--- src/edd_pkg.sv ---
// Shared types, register codes and arithmetic helpers for the error diffusion dither.
// Used by every module of the block; depends on nothing.
`timescale 1ns / 1ps
`default_nettype none
package edd_pkg;

  localparam int PIXEL_BITS = 8;
  localparam int CFG_DATA_BITS = 16;
  localparam int CFG_WIDTH_BITS = 11;
  localparam int CFG_HEIGHT_BITS = 16;
  localparam int ROW_BITS = 16;
  localparam logic [PIXEL_BITS-1:0] WHITE_THRESHOLD = 8'd127;
  localparam logic [PIXEL_BITS-1:0] PIXEL_MAX = 8'd255;

  typedef enum logic [0:0] {
    REG_IMAGE_WIDTH  = 1'b0,
    REG_IMAGE_HEIGHT = 1'b1
  } edd_reg_t;

  typedef struct packed {
    logic first_col;
    logic last_col;
    logic frame_end;
    logic has_upper;
  } edd_ctl_t;

  // Weighted error term n*e/16, rounded to nearest with ties away from zero.
  function automatic logic signed [7:0] weighted(input logic [2:0] n,
                                                 input logic signed [7:0] e);
    logic signed [11:0] x;
    logic [11:0] mag;
    logic [11:0] q;
    x = $signed({1'b0, n}) * e;
    mag = x[11] ? 12'(-x) : 12'(x);
    q = (mag + 12'd8) >> 4;
    weighted = x[11] ? $signed(-q[7:0]) : $signed(q[7:0]);
  endfunction

  function automatic logic [PIXEL_BITS-1:0] add_clamp(input logic [PIXEL_BITS-1:0] p,
                                                      input logic signed [7:0] t);
    logic signed [9:0] s;
    s = $signed({2'b00, p}) + $signed({{2{t[7]}}, t});
    if (s < 0) begin
      add_clamp = '0;
    end else if (s > $signed({2'b00, PIXEL_MAX})) begin
      add_clamp = PIXEL_MAX;
    end else begin
      add_clamp = s[7:0];
    end
  endfunction

endpackage
`default_nettype wire

--- src/edd_queue.sv ---
// Two-entry queue that decouples the front end from the diffusion back end.
// Depends on edd_pkg only for house consistency of the project.
`timescale 1ns / 1ps
`default_nettype none
module edd_queue #(
  parameter int W = 32
) (
  input  wire logic         clk,
  input  wire logic         rst,
  input  wire logic         push,
  input  wire logic [W-1:0] push_data,
  output logic              full,
  input  wire logic         pop,
  output logic              empty,
  output logic [W-1:0]      head
);
  import edd_pkg::*;

  logic [W-1:0] slot [2];
  logic wptr, rptr;
  logic [1:0] count, count_next;

  always_comb begin
    full = (count == 2'd2);
    empty = (count == 2'd0);
    head = slot[rptr];
    count_next = count;
    if (push && !pop) begin
      count_next = count + 2'd1;
    end else if (pop && !push) begin
      count_next = count - 2'd1;
    end
  end

  always_ff @(posedge clk) begin
    if (rst) begin
      wptr <= 1'b0;
      rptr <= 1'b0;
      count <= '0;
    end else begin
      count <= count_next;
      if (push) begin
        wptr <= !wptr;
      end
      if (pop) begin
        rptr <= !rptr;
      end
    end
  end

  always_ff @(posedge clk) begin
    if (push) begin
      slot[wptr] <= push_data;
    end
  end

endmodule
`default_nettype wire

--- config.mk ---
export PLATFORM = sky130hd
export DESIGN_NAME = edd_queue
export DESIGN_NICKNAME = d
export VERILOG_FILES = /design/src/edd_pkg.sv /design/src/edd_queue.sv
export SDC_FILE = /design/constraint.sdc
export NUM_CORES = 1
export LEC_CHECK = 0
export ABC_AREA = 1
export CORE_MARGIN = 3
export CORE_UTILIZATION = 30
export DETAILED_ROUTE_END_ITERATION = 8
export DONT_BUFFER_PORTS = 1
export GPL_ROUTABILITY_DRIVEN = 0
export GPL_TIMING_DRIVEN = 0
export PLACE_DENSITY_LB_ADDON = 0.08
export SYNTH_ARGS = -nofsm -noshare
export SYNTH_HDL_FRONTEND = slang
export SYNTH_SLANG_ARGS = --single-unit
export TNS_END_PERCENT = 1
--- constraint.sdc ---
create_clock -name clk -period 2.15 [get_ports clk]
set_input_delay 0 -clock clk [delete_from_list [all_inputs] [get_ports clk]]
set_output_delay 0 -clock clk [all_outputs]
set_load 0.005 [all_outputs]
Word level (Yosys, flattened, before mapping)
Memories as Yosys holds them, arrays and structs flattened. A register that Yosys moved wholly into a read port is not among the register bits.
Cells that the tools add are included.
{"block": "totals", "n_memories": 1, "ram_bits": 64, "elab_cells": 21, "regBits": 4, "inputBits": 36}
{"block": "op_classes", "reduce_logical": 8, "n_addsub": 2, "n_eq_ne": 1, "muxes": 6}
{"name": "slot", "words": 2, "word_bits": 32, "rd": 1, "rd_ports_with_merged_regs": 1, "write_ports": 1, "line_no": "edd_queue.sv:19", "source": "logic [W-1:0] slot [2];"}
{"cell": "zero test 1 bit", "n": 4}
{"cell": "two-way mux 1 bit", "n": 4}
{"cell": "two-way mux 2 bit", "n": 2}
{"cell": "adder 2 x 1 -> 2 bit (second input constant)", "n": 1}
{"cell": "equality test 2 bit (second input constant)", "n": 1}
{"cell": "logical AND 1 bit", "n": 2}
{"cell": "zero test 2 bit", "n": 1}
{"cell": "nonzero test 2 bit", "n": 1}
{"cell": "subtractor 2 x 1 -> 2 bit (second input constant)", "n": 1}

Logic depth before layout (Yosys ltp)
{"block": "depth", "word_depth": 4, "depth_mapped": 8}

Least setup slack after synthesis
No wires, ideal clock.
{"block": "synth_path", "kind": "register to register", "startpoint": "reg wptr", "endpoint": "mem slot[0][0] (enable)", "t_required_ps": 1728, "stages_incl_launch_ff": 2, "path_slack_ps": 52, "t_arrival_ps": 1677, "period_less_slack_ps": 2098, "setup_time_ps": 422, "cell_sequence": "dfxtp_1 nor2_1"}
{"element": "from (decl)", "line_no": "edd_queue.sv:20", "source": "logic wptr, rptr;"}
{"element": "from (signal assigned)", "line_no": "edd_queue.sv:43", "source": "wptr <= !wptr;"}
{"element": "to (decl)", "line_no": "edd_queue.sv:19"}
No word-level cell before the write port.

Final worst setup path
{"block": "layout_path", "startpoint": "reg wptr", "endpoint": "mem slot[1][19] (enable)"}
No word-level cell before the write port.

==> impl_summary.txt <==
----------------------------------------------------
[Logic synthesis]
  Top flip-flop cell by instance count after synthesis ... sky130_fd_sc_hd__edfxtp_1
  Number of instances in the synthesized netlist ... 133
  Largest cells by area after synthesis ... sky130_fd_sc_hd__edfxtp_1, sky130_fd_sc_hd__mux2_4, sky130_fd_sc_hd__dfxtp_1
  Top cell types by occurrence after synthesis ... sky130_fd_sc_hd__edfxtp_1, sky130_fd_sc_hd__mux2_4, sky130_fd_sc_hd__inv_1, sky130_fd_sc_hd__nor2_1
  Number of enable-type register cells in the synthesized netlist ... 64
  Share of synthesized area occupied by flip-flops and latches ... 75.1%
  Post-synth top area cell ... sky130_fd_sc_hd__edfxtp_1
  Mapped cell area ... 2690 sq um
  #FFs+latches synth ... 69
  Cell with the most instances after synthesis ... sky130_fd_sc_hd__edfxtp_1
  Yosys cell types ... 16
  Async set-or-reset flop fraction in the synthesized netlist ... 0%
  Yosys top cell area share ... 71.4%
  Synthesized netlist net count ... 170
  Mean cell area of the mapped netlist ... 20.2 sq um
  Warnings, synthesis ... 0

[Global route]
  Global router's overall resource usage ... 9.31%
  Overall overflow remaining after global route ... 0
  Antenna violations before repair ... 0
  Pin count of the biggest net entering global routing ... 34
  Global-route wire length before repair ... 6.89 mm
  Via count of the first global-routing pass ... 1372

[Power]
  Design Power ... 2.71 mW
  Worst vdd rail ir drop ... 0.364 mV
  LEAKAGE ... 1.24 nW
  Power density of the placed cells ... 798 nW/um^2

[Critical path]
  Critical path capture point type ... flop
  Arrival time at the worst endpoint ... 1.71 ns
  Buffering stage count on the worst path with inverters included ... 2
  Critical Path Start Type ... flop
  WP depth ... 3
  List of cells traversed by the critical path ... nand2_1 > clkinv_1 > buf_16
  Max FO, Critical Path ... 17
  Reg2reg setup slack ... 0.51 ns
  FF-to-FF path depth ... 3
  CP startpoint ... wptr$_SDFFE_PP0P_
  Slowest Stage Delay on Critical Path ... 0.56 ns
  Kind of critical path ... flop to flop
  R2R Path End ... slot[1][19]$_DFFE_PP_
  Worst setup path endpoint ... slot[1][19]$_DFFE_PP_
  Critical path required time ... 2.23 ns
  CP top delay family ... buffers and inverters
  Launching point of the worst reg2reg path ... wptr$_SDFFE_PP0P_
  Slowest cell on the critical path ... sky130_fd_sc_hd__clkinv_1

[Floorplanning]
  Number of rows created at floorplan ... 33
  Die footprint ... 10100 sq um
  Vert. Die Dim ... 101 um
  Effective utilization at floorplan ... 31.8%
  Number of primary I/O pins ... 70
  Die outline width ... 101 um
  Core area ... 8460 sq um

[Place]
  Count of port buffers added during placement ... 0
  Minimum setup slack after placement ... 0.264 ns
  Cell Area, Placed ... 2860 sq um
  Estimated wirelength of the detail-placed design ... 2.95 mm
  Placed Cells incl. Taps ... 239

[Detailed routing]
  Remaining antenna violation count ... 0
  Routed metal-1 wire length ... 1.68 mm
  Final routed wirelength across all metal layers ... 4.39 mm
  Per-cell routed wire length ... 15.1 um
  Uppermost routed layer ... met4
  Detail Route met3 WL ... 360 um
  Number of vias after detailed routing ... 1252
  Per-cell via count in the routed design ... 4.32
  Met2 layer wire length in the routed design ... 2.24 mm
  Drc violations ... 0
  Length of the first detailed-routing pass in iterations ... 4
  Number of DRC markers in iteration 0 ... 36

[Run status]
  Result of the run ... complete, no violations

[STA]
  Worst Clk Skew ... 0.00473 ns
  Minimum clock period after layout ... 1.64 ns
  Slack of the critical path ... 0.514 ns
  Final clock period utilization by the worst path ... 76.1%
  Maximum operating frequency ... 611 MHz
  Setup-violating endpoint count in the final report ... 0
  Remaining max-slew budget at the tightest pin ... 52.0%
  Slew at the pin closest to its max-slew limit ... 0.715 ns
  Setup repair after global routing missed its margin ... no
  Final-layout worst hold slack ... 0.0652 ns
  Total negative setup slack ... 0 ns
  Final slew viol count ... 0
  Final hold violation count ... 0

[Clock tree]
  H-tree levels ... 3
  Setup fix buffers added after clock tree synthesis ... 0
  Total clock sinks ... 69
  CTS tree ... yes
  Quantity of gates resized following cts ... 0
  Clock transition at the register clock pins on the worst setup and hold paths after CTS ... 0.06 ns
  Post-cts hold buffer count ... 36
  TritonCTS buffer count ... 9
  Library cell used as clock root buffer ... sky130_fd_sc_hd__clkbuf_8
  Insertion delay to the later sink of the worst-skew pair ... 0.32 ns
  Maximum number of buffers from clock root to sink ... 2

[Layout]
  Diode count ... 0
  Synthesis-to-layout area growth ... 25.9%
  Cell area after layout ... 3390 sq um
  Filler-free cell count of the finished design ... 290
  Number of nets in the final layout ... 219
  Layout cell share with drive strength beyond 1 ... 26.5%
  Post-route core utilization ... 40.1%

[Worst hold path]
  Classification of the worst-slack hold path ... primary input to flop

[Job]
  Number of violations of the max-capacitance limit ... 0

----------------------------------------------------
[where the power goes]
part	leakage [nW]	switching [mW]	internal (mW)
Combinational	0.522	0.144	0.194
Clock	0.0749	0.412	0.387
Sequential	0.642	0.0212	1.55
[logic make-up after synthesis]
family	synth area share (%)
buf+inv	3.90
simple gates	2.28
compound gates	0.371
flops	75.1
fa+ha+maj	0.465
xor+xnor	0.325
mux	17.6
[how the worst min path moves through the flow]
stage / startpoint / slack [ns] / endpoint / depth (start not counted)
2_1_floorplan: rst / 0.07 / flop / 1
3_3_place_gp: rst / 0.07 / rptr$_SDFFE_PP0P_ / 1
3_5_place_dp: rst / 0.08 / rptr$_SDFFE_PP0P_ / 1
4_1_cts: push / 0.05 / slot[0][7]$_DFFE_PP_ / 2
5_1_grt: push / 0.06 / slot[0][7]$_DFFE_PP_ / 2
6_report: push / 0.07 / slot[0][24]$_DFFE_PP_ / 2
[worst register-to-register path, cell delays in order, from the launching register on]
cell	delay [ns]
sky130_fd_sc_hd__dfxtp_1	0.34
sky130_fd_sc_hd__nand2_1	0.07
sky130_fd_sc_hd__clkinv_1	0.56
sky130_fd_sc_hd__buf_16	0.41
[area by class of cell]
type	count	area (sq um)
Sequential cell	69	2020
Buffer	4	71.3
Clock inverter	5	20.0
Multi-Input combinational cell	51	573
Inverter	9	33.8
Timing Repair Buffer	38	415
Tap cell	105	131
Fill cell	762	5070
Clock buffer	9	124
[flip-flops by register name (all words and copies together) (netlist names), named ones only]
name   cells
slot      64
count      2
rptr       1
wptr       1
[layout by cell type, fill, tap and decap left out]
cell type                       synthesis  final
sky130_fd_sc_hd__nor3_1                 1      1
sky130_fd_sc_hd__buf_6                  1      1
sky130_fd_sc_hd__buf_16                 0      2
sky130_fd_sc_hd__nand2_1                5      5
sky130_fd_sc_hd__inv_1                  9      8
sky130_fd_sc_hd__nand4_1                1      1
sky130_fd_sc_hd__mux2_2                 2      2
sky130_fd_sc_hd__clkbuf_8               0      9
sky130_fd_sc_hd__mux2_4                30     30
sky130_fd_sc_hd__edfxtp_1              64     64
sky130_fd_sc_hd__nor2_1                 7      6
sky130_fd_sc_hd__nand3_1                1      1
sky130_fd_sc_hd__clkinv_2               0      1
sky130_fd_sc_hd__buf_12                 3      3
sky130_fd_sc_hd__clkinv_1               0      5
sky130_fd_sc_hd__o21ai_0                1      1
sky130_fd_sc_hd__dfxtp_1                5      5
sky130_fd_sc_hd__a21oi_1                1      1
sky130_fd_sc_hd__nor2_4                 0      1
sky130_fd_sc_hd__dlygate4sd3_1          0     36
sky130_fd_sc_hd__ha_1                   1      1
sky130_fd_sc_hd__xnor2_1                1      1
[metal layers]
| layer | GRT usage [%] | vias to the layer above |
|---|---|---|
| met5 | 0 | - |
| met4 | 5.60 | 0 |
| met3 | 4.08 | 9 |
| met2 | 15.4 | 46 |
| met1 | 9.67 | 606 |
| li1 | - | 591 |
Power figures use the tool's default switching activity.
