`src/edd_pkg.sv`:
```
// Shared types, register codes and arithmetic helpers for the error diffusion dither.
// Used by every module of the block; depends on nothing.
`timescale 1ns / 1ps
`default_nettype none
package edd_pkg;

  localparam int PIXEL_BITS = 8;
  localparam int CFG_DATA_BITS = 16;
  localparam int CFG_WIDTH_BITS = 11;
  localparam int CFG_HEIGHT_BITS = 16;
  localparam int ROW_BITS = 16;
  localparam logic [PIXEL_BITS-1:0] WHITE_THRESHOLD = 8'd127;
  localparam logic [PIXEL_BITS-1:0] PIXEL_MAX = 8'd255;

  typedef enum logic [0:0] {
    REG_IMAGE_WIDTH  = 1'b0,
    REG_IMAGE_HEIGHT = 1'b1
  } edd_reg_t;

  typedef struct packed {
    logic first_col;
    logic last_col;
    logic frame_end;
    logic has_upper;
  } edd_ctl_t;

  // Weighted error term n*e/16, rounded to nearest with ties away from zero.
  function automatic logic signed [7:0] weighted(input logic [2:0] n,
                                                 input logic signed [7:0] e);
    logic signed [11:0] x;
    logic [11:0] mag;
    logic [11:0] q;
    x = $signed({1'b0, n}) * e;
    mag = x[11] ? 12'(-x) : 12'(x);
    q = (mag + 12'd8) >> 4;
    weighted = x[11] ? $signed(-q[7:0]) : $signed(q[7:0]);
  endfunction

  function automatic logic [PIXEL_BITS-1:0] add_clamp(input logic [PIXEL_BITS-1:0] p,
                                                      input logic signed [7:0] t);
    logic signed [9:0] s;
    s = $signed({2'b00, p}) + $signed({{2{t[7]}}, t});
    if (s < 0) begin
      add_clamp = '0;
    end else if (s > $signed({2'b00, PIXEL_MAX})) begin
      add_clamp = PIXEL_MAX;
    end else begin
      add_clamp = s[7:0];
    end
  endfunction

endpackage
`default_nettype wire

```
`src/edd_front.sv`:
```
// Front end: configuration registers, column and row counters, request classification.
// Depends on edd_pkg; feeds edd_queue.
`timescale 1ns / 1ps
`default_nettype none
module edd_front #(
  parameter int MAX_WIDTH = 1024,
  parameter int AW = 10
) (
  input  wire logic                              clk,
  input  wire logic                              rst,
  input  wire logic                              cfg_valid,
  input  wire logic [0:0]                        cfg_index,
  input  wire logic [edd_pkg::CFG_DATA_BITS-1:0] cfg_data,
  input  wire logic                              in_valid,
  output logic                                   in_stall,
  input  wire logic [edd_pkg::PIXEL_BITS-1:0]    pixel_in,
  input  wire logic                              q_full,
  output logic                                   push,
  output logic [edd_pkg::PIXEL_BITS-1:0]         pixel,
  output logic [AW-1:0]                          col,
  output logic [AW-1:0]                          rd_addr,
  output edd_pkg::edd_ctl_t                      ctl
);
  import edd_pkg::*;

  localparam int CW = (AW + 1 > CFG_WIDTH_BITS) ? AW + 1 : CFG_WIDTH_BITS;
  localparam int RST_W = (MAX_WIDTH < 1024) ? MAX_WIDTH : 1024;
  localparam logic [CW-1:0] MAXC = CW'(MAX_WIDTH);

  logic [AW-1:0] width_last, width_last_next;
  logic [ROW_BITS-1:0] height_last, height_last_next;
  logic [AW-1:0] column_count, column_count_next;
  logic [ROW_BITS-1:0] row_count, row_count_next;
  logic [CW-1:0] wreq;
  logic last_col, last_row;

  always_comb begin
    wreq = CW'(cfg_data[CFG_WIDTH_BITS-1:0]);
    width_last_next = width_last;
    height_last_next = height_last;
    if (cfg_valid) begin
      case (cfg_index)
        REG_IMAGE_WIDTH: begin
          if (wreq == '0) begin
            width_last_next = '0;
          end else if (wreq > MAXC) begin
            width_last_next = AW'(MAX_WIDTH - 1);
          end else begin
            width_last_next = AW'(wreq - CW'(1));
          end
        end
        REG_IMAGE_HEIGHT: begin
          if (cfg_data[CFG_HEIGHT_BITS-1:0] == '0) begin
            height_last_next = '0;
          end else begin
            height_last_next = cfg_data[CFG_HEIGHT_BITS-1:0] - ROW_BITS'(1);
          end
        end
        default: begin
          width_last_next = width_last;
        end
      endcase
    end
  end

  always_comb begin
    last_col = (column_count >= width_last);
    last_row = (row_count >= height_last);
    col = last_col ? width_last : column_count;
    rd_addr = col + AW'(1);
    pixel = pixel_in;
    ctl.first_col = (col == '0);
    ctl.last_col = last_col;
    ctl.frame_end = last_col && last_row;
    ctl.has_upper = (row_count != '0);
    in_stall = q_full;
    push = in_valid && !q_full;
    column_count_next = column_count;
    row_count_next = row_count;
    if (push) begin
      if (last_col) begin
        column_count_next = '0;
        row_count_next = last_row ? '0 : row_count + ROW_BITS'(1);
      end else begin
        column_count_next = col + AW'(1);
      end
    end
  end

  always_ff @(posedge clk) begin
    if (rst) begin
      width_last <= AW'(RST_W - 1);
      height_last <= '0;
      column_count <= '0;
      row_count <= '0;
    end else begin
      width_last <= width_last_next;
      height_last <= height_last_next;
      column_count <= column_count_next;
      row_count <= row_count_next;
    end
  end

endmodule
`default_nettype wire

```
`config.mk`:
```
export PLATFORM = sky130hd
export DESIGN_NAME = edd_front
export DESIGN_NICKNAME = d
export VERILOG_FILES = /design/src/edd_pkg.sv /design/src/edd_front.sv
export SDC_FILE = /design/constraint.sdc
export NUM_CORES = 1
export LEC_CHECK = 0
export BUFFER_PORTS_ARGS = -buffer_cell sky130_fd_sc_hd__buf_2
export CELL_PAD_IN_SITES_DETAIL_PLACEMENT = 0
export CELL_PAD_IN_SITES_GLOBAL_PLACEMENT = 1
export CORE_MARGIN = 2
export CORE_UTILIZATION = 42
export CTS_CLUSTER_DIAMETER = 60
export DETAILED_ROUTE_END_ITERATION = 8
export PLACE_DENSITY = 0.83
export SYNTH_ARGS = -nofsm -noshare
export SYNTH_HDL_FRONTEND = slang
export SYNTH_SLANG_ARGS = --single-unit
```
`constraint.sdc`:
```
create_clock -name clk -period 4 [get_ports clk]
set_input_delay 0.4 -clock clk [delete_from_list [all_inputs] [get_ports clk]]
set_output_delay 0.4 -clock clk [all_outputs]
set_load 0.05 [all_outputs]
```
Word level (Yosys, flattened, before mapping)

Index checks and enable logic that the tools add are counted.

Bits in registers: 52
Bits of input ports: 30
Output and inout port bits: 34
Logic and storage cells: 28

Add/sub/neg operators: 4
Magnitude comparators: 3
Mux-type cells: 6
Bitwise gates (word level): 1
Reduce and logical (&&, ||, !) cells: 10

Operators by type and width:

| cell                                                   | number |
|---|---|
| 2-to-1 mux 10 bit                                      | 4 |
| 2-to-1 mux 16 bit                                      | 2 |
| adder 16 x 1 -> 16 bit (second input constant)         | 1 |
| >= comparator 16 bit                                   | 1 |
| zero test 16 bit                                       | 1 |
| nonzero test 16 bit                                    | 1 |
| subtractor 16 x 1 -> 16 bit (second input constant)    | 1 |
| greater-than comparator 11 bit (second input constant) | 1 |
| zero test 11 bit                                       | 1 |
| adder 10 x 1 -> 10 bit (second input constant)         | 1 |
| >= comparator 10 bit                                   | 1 |
| zero test 10 bit                                       | 1 |
| subtractor 10 x 1 -> 10 bit (second input constant)    | 1 |
| AND reduction 2 bit                                    | 3 |
| logical AND 1 bit                                      | 2 |
| zero test 1 bit                                        | 1 |
| NOT 1 bit                                              | 1 |

Longest topological paths before layout

Gate-level depths: netlist of run 1.

Depth after elaboration: 4
Depth in mapped cells: 17
Depth with buffers taken out: 16

Least setup slack after synthesis of run 1

OpenSTA, ideal clock, no wires.

Path kind: flip-flop to output port
Start point: register width_last[3]
End point: output rd_addr[6]
Arrival time: 3.985 ns
Data required time: 3.600 ns
Slack: -0.385 ns
Cell stages (with the launch flop): 16
Buffers on the path: 2
Cell sequence: dfxtp_1 -> clkbuf_1 -> inv_1 -> ha_1 -> nand3_1 -> a211oi_1 -> or3_4 -> nor2_4 -> buf_2 -> mux2i_1 -> inv_1 -> ha_1 -> nand4_1 -> nor2_1 -> xnor2_1 -> o21ai_0

Longest elaborated chain between the ends: 3

RTL lines:

| element                | line            | text |
|---|---|---|
| from (decl)            | edd_front.sv:30 | `logic [AW-1:0] width_last, width_last_next;` |
| from (signal assigned) | edd_front.sv:92 | `width_last <= AW'(RST_W - 1);` |
| from (signal assigned) | edd_front.sv:97 | `width_last <= width_last_next;` |
| >= comparator 10 bit   | edd_front.sv:67 | `last_col = (column_count >= width_last);` |
| 2-to-1 mux 10 bit      | edd_front.sv:69 | `col = last_col ? width_last : column_count;` |
| net col[1]             | edd_front.sv:20 | `output logic [AW-1:0] col,` |
| adder 10 x 1 -> 10 bit | edd_front.sv:70 | `rd_addr = col + AW'(1);` |
| to (decl)              | edd_front.sv:21 | `output logic [AW-1:0] rd_addr,` |

The timed path passes the listed nets, and every way through them passes these cells.

Worst setup path after layout of run 1

Start point: register width_last[7]
End point: output rd_addr[8]

Longest elaborated chain between the ends: 3

RTL lines:

| element                  | line |
|---|---|
| >= comparator 10 bit     | edd_front.sv:67 |
| 2-to-1 mux 10 bit *      | edd_front.sv:69 |
| adder 10 x 1 -> 10 bit * | edd_front.sv:70 |

Every way passes the cells marked *; elsewhere a longest branch is shown, timed or not.

==> reports/metrics.yaml, run 1 <==
post-layout-total-power_uw: 1060
critical_path.slowest_cell: "or3_4"
utilization_pct: 48.8
min_path_type: "primary input to flop"
final_nets: 590
row_count: 34
place_hpwl_um: 7840
wirelength_um: 10300
crit_buf_inv: 3
critPathTopFamily: "simple AND/OR/NAND/NOR gates"
synth_fp_nets: 553
max-vdd-ir-drop_mv: 0.173
cpPeakStageDelay_ps: 370
cts.sinks: 52
critPathMostFrequentCell: "nor2_1"
grt_pass1_wl_um: 17000
crit_arrival_ps: 3450
h-tree-depth: 2
ant_nets: 0
clk_pin_slew_ps: 90
startpoint_type: "flop"
layout-drive-gt1-share_pct: 17.9
drcViolationCount: 0
clk_latency_ps: 310
ys_seq_elements: 52
timing.final.max_slew_violations: 0
syn_area_mm2: 0.00384
multi_input_area_mm2: 0.00250
chipHeight_um: 99.7
required_ps: 3600
fill_cells: 867
cts_tree: "built"
setup_viol: 0
root_buffer: "clkbuf_8"
fin_skew_ps: 11.0
wire_per_inst_um: 16.1
ys_types: 60
drv_cap: 0
fmax_mhz: 259
finalNonFillerCells: 638
avgViaCountPerCell: 5.77
dieArea_mm2: 0.00993
max_slew_margin_pct: 41.5
regArea_mm2: 0.00105
grt_max_degree: 48
io_buffers: 47
synthFlopType: "dfxtp_1"
worstSetupEndpointType: "primary output"
start_util_pct: 43.6
drtIter0Drc: 219
hold_viol: 0
die_w_um: 99.7
track_usage_pct: 21.0
cts_hold_buffers: 0
async_reset_ff_share_pct: 0
outcome: "finished, final reports clean"
grt_pass1_vias: 3319
synth-edff-count: 0
ys_seq_area_share_pct: 27.1
core_area_mm2: 0.00881
antenna_found_initial: 0
area_growth_pct: 11.9
powerDensity_mw_per_mm2: 247
power.leakage_uw: 0.00177
worstSetupPathType: "flop to primary output"
clockBufferDepth: 2
synthCells: 492
diodes: 0
post-route-period-util_pct: 96.4
min_period_ps: 3850
crit_chain: "inv_1 > ha_1 > a211oi_1 > nor2_1 > or3_4 > nor2_4 > inv_2 > nor2_1 > a21o_1 > ha_4 > nand3_2 > nor2_2 > nand4_1 > xor2_2 > a21oi_4 > buf_6"
place_inst: 629
cts_inserted_buffers: 5
gp_congestion: 0.938
path_max_fanout: 6
yosysWarnings: 0
synth_area_per_cell_um2: 7.81
grt_overflow: 0
firstDrtPassIters: 5
vias: 3684
worst_pin_slew_ps: 877
ios: 64
power by group:
| part | total, uW | internal [uW] | switching [uW] |
|---|---|---|---|
| Sequential | 546 | 534 | 12.5 |
| Combinational | 205 | 72.8 | 132 |
| Clock | 312 | 126 | 186 |
| Total | 1060 | 733 | 330 |
cell type report:
class / instances / area share [%]
clock inverters: 3 / 0.524
well taps: 108 / 3.14
flip-flops and latches: 52 / 24.4
multi-input cells: 363 / 58.2
inverters: 46 / 4.02
repair buffers: 61 / 8.12
clock buffers: 5 / 1.60
metrics by stage:
step / hold slack (ps) / TNS (ps) / setup slack (ps) / area, um2
after floorplan: 454 / -35.0 / -35.0 / 3860
after detailed placement: 482 / 0 / 287 / 4160
after global routing: 438 / -58.9 / -32.6 / 4300
after CTS: 430 / -13.6 / -13.6 / 4250
after global placement: 472 / 0 / 403 / 4160
final: 442 / 0 / 145 / 4300
cells by family after synthesis:
group	count (synthesis)	share of synthesized area, %
xor gates and xnor gates	25	5.70
DFF	52	27.1
AOI/OAI and AO/OA	129	23.1
buffers and inverters	77	8.89
and+or+nand+nor	173	23.8
muxes	5	1.34
adders and majority gates	31	10.1
synthesized netlist by cell type (2+ instances only):
| cell | number | area (um2) |
|---|---|---|
| dfxtp_1 | 52 | 1040 |
| inv_1 | 44 | 165 |
| nor2_1 | 44 | 165 |
| a21oi_1 | 40 | 200 |
| ha_1 | 31 | 388 |
| nand2_1 | 26 | 97.6 |
| nand3_1 | 23 | 115 |
| xnor2_1 | 19 | 166 |
| o21ai_0 | 18 | 90.1 |
| nor2b_1 | 15 | 93.8 |
| nor3_1 | 13 | 65.1 |
| clkbuf_1 | 12 | 45.0 |
| a22oi_1 | 10 | 75.1 |
| a32oi_1 | 10 | 87.6 |
| buf_4 | 10 | 75.1 |
| nor4_1 | 9 | 56.3 |
| and3_1 | 8 | 50.1 |
| or3_1 | 8 | 50.1 |
| a211oi_1 | 7 | 52.6 |
| nand4_1 | 7 | 43.8 |
| buf_2 | 6 | 30.0 |
| o31ai_1 | 6 | 45.0 |
| o32ai_1 | 6 | 52.6 |
| xor2_1 | 6 | 52.6 |
| nand2b_1 | 5 | 31.3 |
| mux2i_1 | 4 | 40.0 |
| o31ai_2 | 4 | 50.1 |
| a211o_1 | 3 | 26.3 |
| a2bb2oi_1 | 3 | 26.3 |
| and4_1 | 3 | 26.3 |
| o21a_1 | 3 | 22.5 |
| a21boi_0 | 2 | 15.0 |
| a41oi_1 | 2 | 17.5 |
| buf_1 | 2 | 7.51 |
| nand4b_1 | 2 | 17.5 |
| o21ai_1 | 2 | 10.0 |
| o22ai_1 | 2 | 12.5 |
| o2bb2ai_1 | 2 | 17.5 |
| or3_4 | 2 | 22.5 |
placed cells by master, fill, tap and decap left out, drive strengths merged, types with 6 or more instances in the layout:
master | netlist | layout
nand4 | 7 | 7
ha | 31 | 31
nor2b | 15 | 15
xor2 | 6 | 6
and3 | 8 | 8
a211oi | 8 | 8
inv | 45 | 46
o31ai | 10 | 10
nand3 | 24 | 24
nand2 | 26 | 26
or3 | 10 | 10
buf | 19 | 61
nor3 | 14 | 14
a32oi | 10 | 10
nor2 | 45 | 45
dfxtp | 52 | 52
a21oi | 40 | 40
a22oi | 10 | 10
o21ai | 21 | 21
o32ai | 6 | 6
nor4 | 10 | 10
xnor2 | 19 | 19
worst min-delay path, stage by stage:
cell and delay (ps):
buf_2 130, nor2_1 60, o21ai_0 120
per-layer routing:
layer | global-route usage [%] | part of all wire (%) | vias up
met5 | 0 | 0 | -
met4 | 4.85 | 1.8 | 0
met3 | 2.95 | 5.6 | 14
met2 | 32.8 | 45 | 131
met1 | 30.7 | 48 | 1704
li1 | - | - | 1835
state kept, by name (all words and copies together) (netlist names):
register,flops
column_count,10
height_last,16
row_count,16
width_last,10
path summary, 6_finish.rpt:
check | start | to | slack (ps) | depth (start not counted)
max | width_last[7]$_SDFFE_PP1P_ | rd_addr[8] | 150 | 16
min | cfg_data[10] | width_last[6]$_SDFFE_PP1P_ | 440 | 3
max reg2reg | width_last[7]$_SDFFE_PP1P_ | column_count[8]$_SDFFE_PP0P_ | 630 | 16
min reg2reg | width_last[7]$_SDFFE_PP1P_ | width_last[7]$_SDFFE_PP1P_ | 490 | 1
timing repair:
action	4_1_cts	5_1_grt
gates resized for setup	2	11
pin swaps	0	1
setup buffers	0	1
endpoints found under the setup margin	2	2
No activity file was read; power rests on OpenSTA's default activity.
==> run 2: changes to the inputs <==
CORE_UTILIZATION = 45   (was 42)
PLACE_DENSITY = 0.88   (was 0.83)
SLEW_MARGIN = 20   (was unset)
clock period = 4.9 ns   (was 4 ns; I/O delays follow)
==> reports/metrics.yaml, run 2 (synthesis gave the netlist of run 1 again) <==
min_period_ps: 4450
worstSetupPathType: "flop to primary output"
drtIter0Drc: 205
chipHeight_um: 96.4
path_max_fanout: 9
max_slew_margin_pct: 25.2
fin_skew_ps: 14.2
antenna_found_initial: 0
clockBufferDepth: 2
row_count: 33
startpoint_type: "flop"
post_cts_buffers: 0
required_ps: 4410
grtUsageMet1_pct: 31.2
grt_max_degree: 48
rsz0062_at_grt: "no"
grt_overflow: 0
crit_arrival_ps: 3960
dieArea_mm2: 0.00929
final_nets: 577
track_usage_pct: 22.4
place_hpwl_um: 7510
timing.final.max_slew_violations: 0
area_growth_pct: 8.69
clk_pin_slew_ps: 90
clk_latency_ps: 310
worstSetupEndpointType: "primary output"
cts_tree: "built"
cts_inserted_buffers: 5
avgViaCountPerCell: 5.82
ant_nets: 0
fmax_mhz: 225
whs_ps: 501
max-vdd-ir-drop_mv: 0.110
die_w_um: 96.4
firstDrtPassIters: 7
worst_pin_slew_ps: 1110
grt_util_met2_pct: 36.3
vias: 3615
ios: 64
setup_tns_ps: 0
grt_pass1_wl_um: 16400
post-route-period-util_pct: 90.7
largest_registers: "height_last: 16 flops, row_count: 16 flops"
outcome: "finished, final reports clean"
reg2reg_depth: 16
cts.sinks: 52
worstHoldPathCells: 2
final_cell_mix: "dfxtp_1, buf_2, inv_1, nor2_1, a21oi_1"
wire_per_inst_um: 15.7
h-tree-depth: 2
io_buffers: 47
gp_congestion: 0.897
final_common_cell: "dfxtp_1"
power.leakage_uw: 0.00172
root_buffer: "clkbuf_8"
min_path_type: "flop to flop"
drcViolationCount: 0
hold_viol: 0
wirelength_um: 9740
use_met3_pct: 3.57
diodes: 0
core_area_mm2: 0.00826
powerDensity_mw_per_mm2: 228
grt.busiest_layer: "met2"
layout-drive-gt1-share_pct: 13.6
grt_pass1_vias: 3360
cts_resized: 0
cts_hold_buffers: 0
setup_viol: 0
start_util_pct: 46.5
drv_cap: 0
==> run 2: changes by cell type in the layout (fill, tap and decap cells not counted), moves of 2 or more <==
cell       before  now
buf_4          15    1
dfxtp_1        47   52
dfxtp_2         5    0
a21oi_1        38   40
buf_2          45   47
bufinv_16       0    2
==> run 2: per-layer routing <==
layer	wire length [um]	part of all wire, %
met1	4620	47
met4	109	1.1
met2	4510	46
met3	502	5.2
met5	0	0
==> run 2: layout make-up <==
type | instances | area, um2
inverter | 46 | 173
timing repair buffer | 48 | 243
clock buffer | 5 | 68.8
clock inverter | 2 | 60.1
tap | 105 | 131
fill | 842 | 4080
sequential | 52 | 1040
multi-input combinational | 363 | 2460
==> run 2: worst max-delay path, stage by stage (launching register included) <==
cell	delay [ps]
dfxtp_1	430
inv_1	90
ha_1	340
a21oi_1	170
a211oi_1	110
or3_4	400
nor2_4	230
inv_2	160
nor2_1	150
a21o_1	120
ha_1	300
nand3_1	190
nor2_1	220
nand4_1	130
xor2_1	180
a21oi_1	150
buf_2	270
==> run 2: metrics by stage <==
step / area [um2] / utilization, % / setup slack (ps) / power, uW / std cells
finish: 4180 / 50.6 / 454 / 951 / 621
global route: 4180 / 50.6 / 145 / 997 / 621
CTS: 4180 / 50.6 / 492 / 957 / 621
detailed placement: 4050 / 49.0 / 841 / 617 / 614
global placement: 4050 / 49.0 / 1010 / 613 / 614
floorplan: 3840 / - / 425 / 587 / 492
==> run 2: where the power goes <==
part	switching, uW	total, uW	internal (uW)
clock	143	345	201
sequential	12.9	448	435
combinational	102	158	55.9
total	259	951	692
==> run 2: final timing paths <==
check                                   start  slack (ps)                           end
setup reg to reg   width_last[4]$_SDFFE_PP1P_        1150  column_count[8]$_SDFFE_PP0P_
hold / removal    height_last[7]$_SDFFE_PP0P_         500   height_last[7]$_SDFFE_PP0P_
hold reg to reg   height_last[7]$_SDFFE_PP0P_         500   height_last[7]$_SDFFE_PP0P_
setup / recovery   width_last[4]$_SDFFE_PP1P_         450                    rd_addr[8]
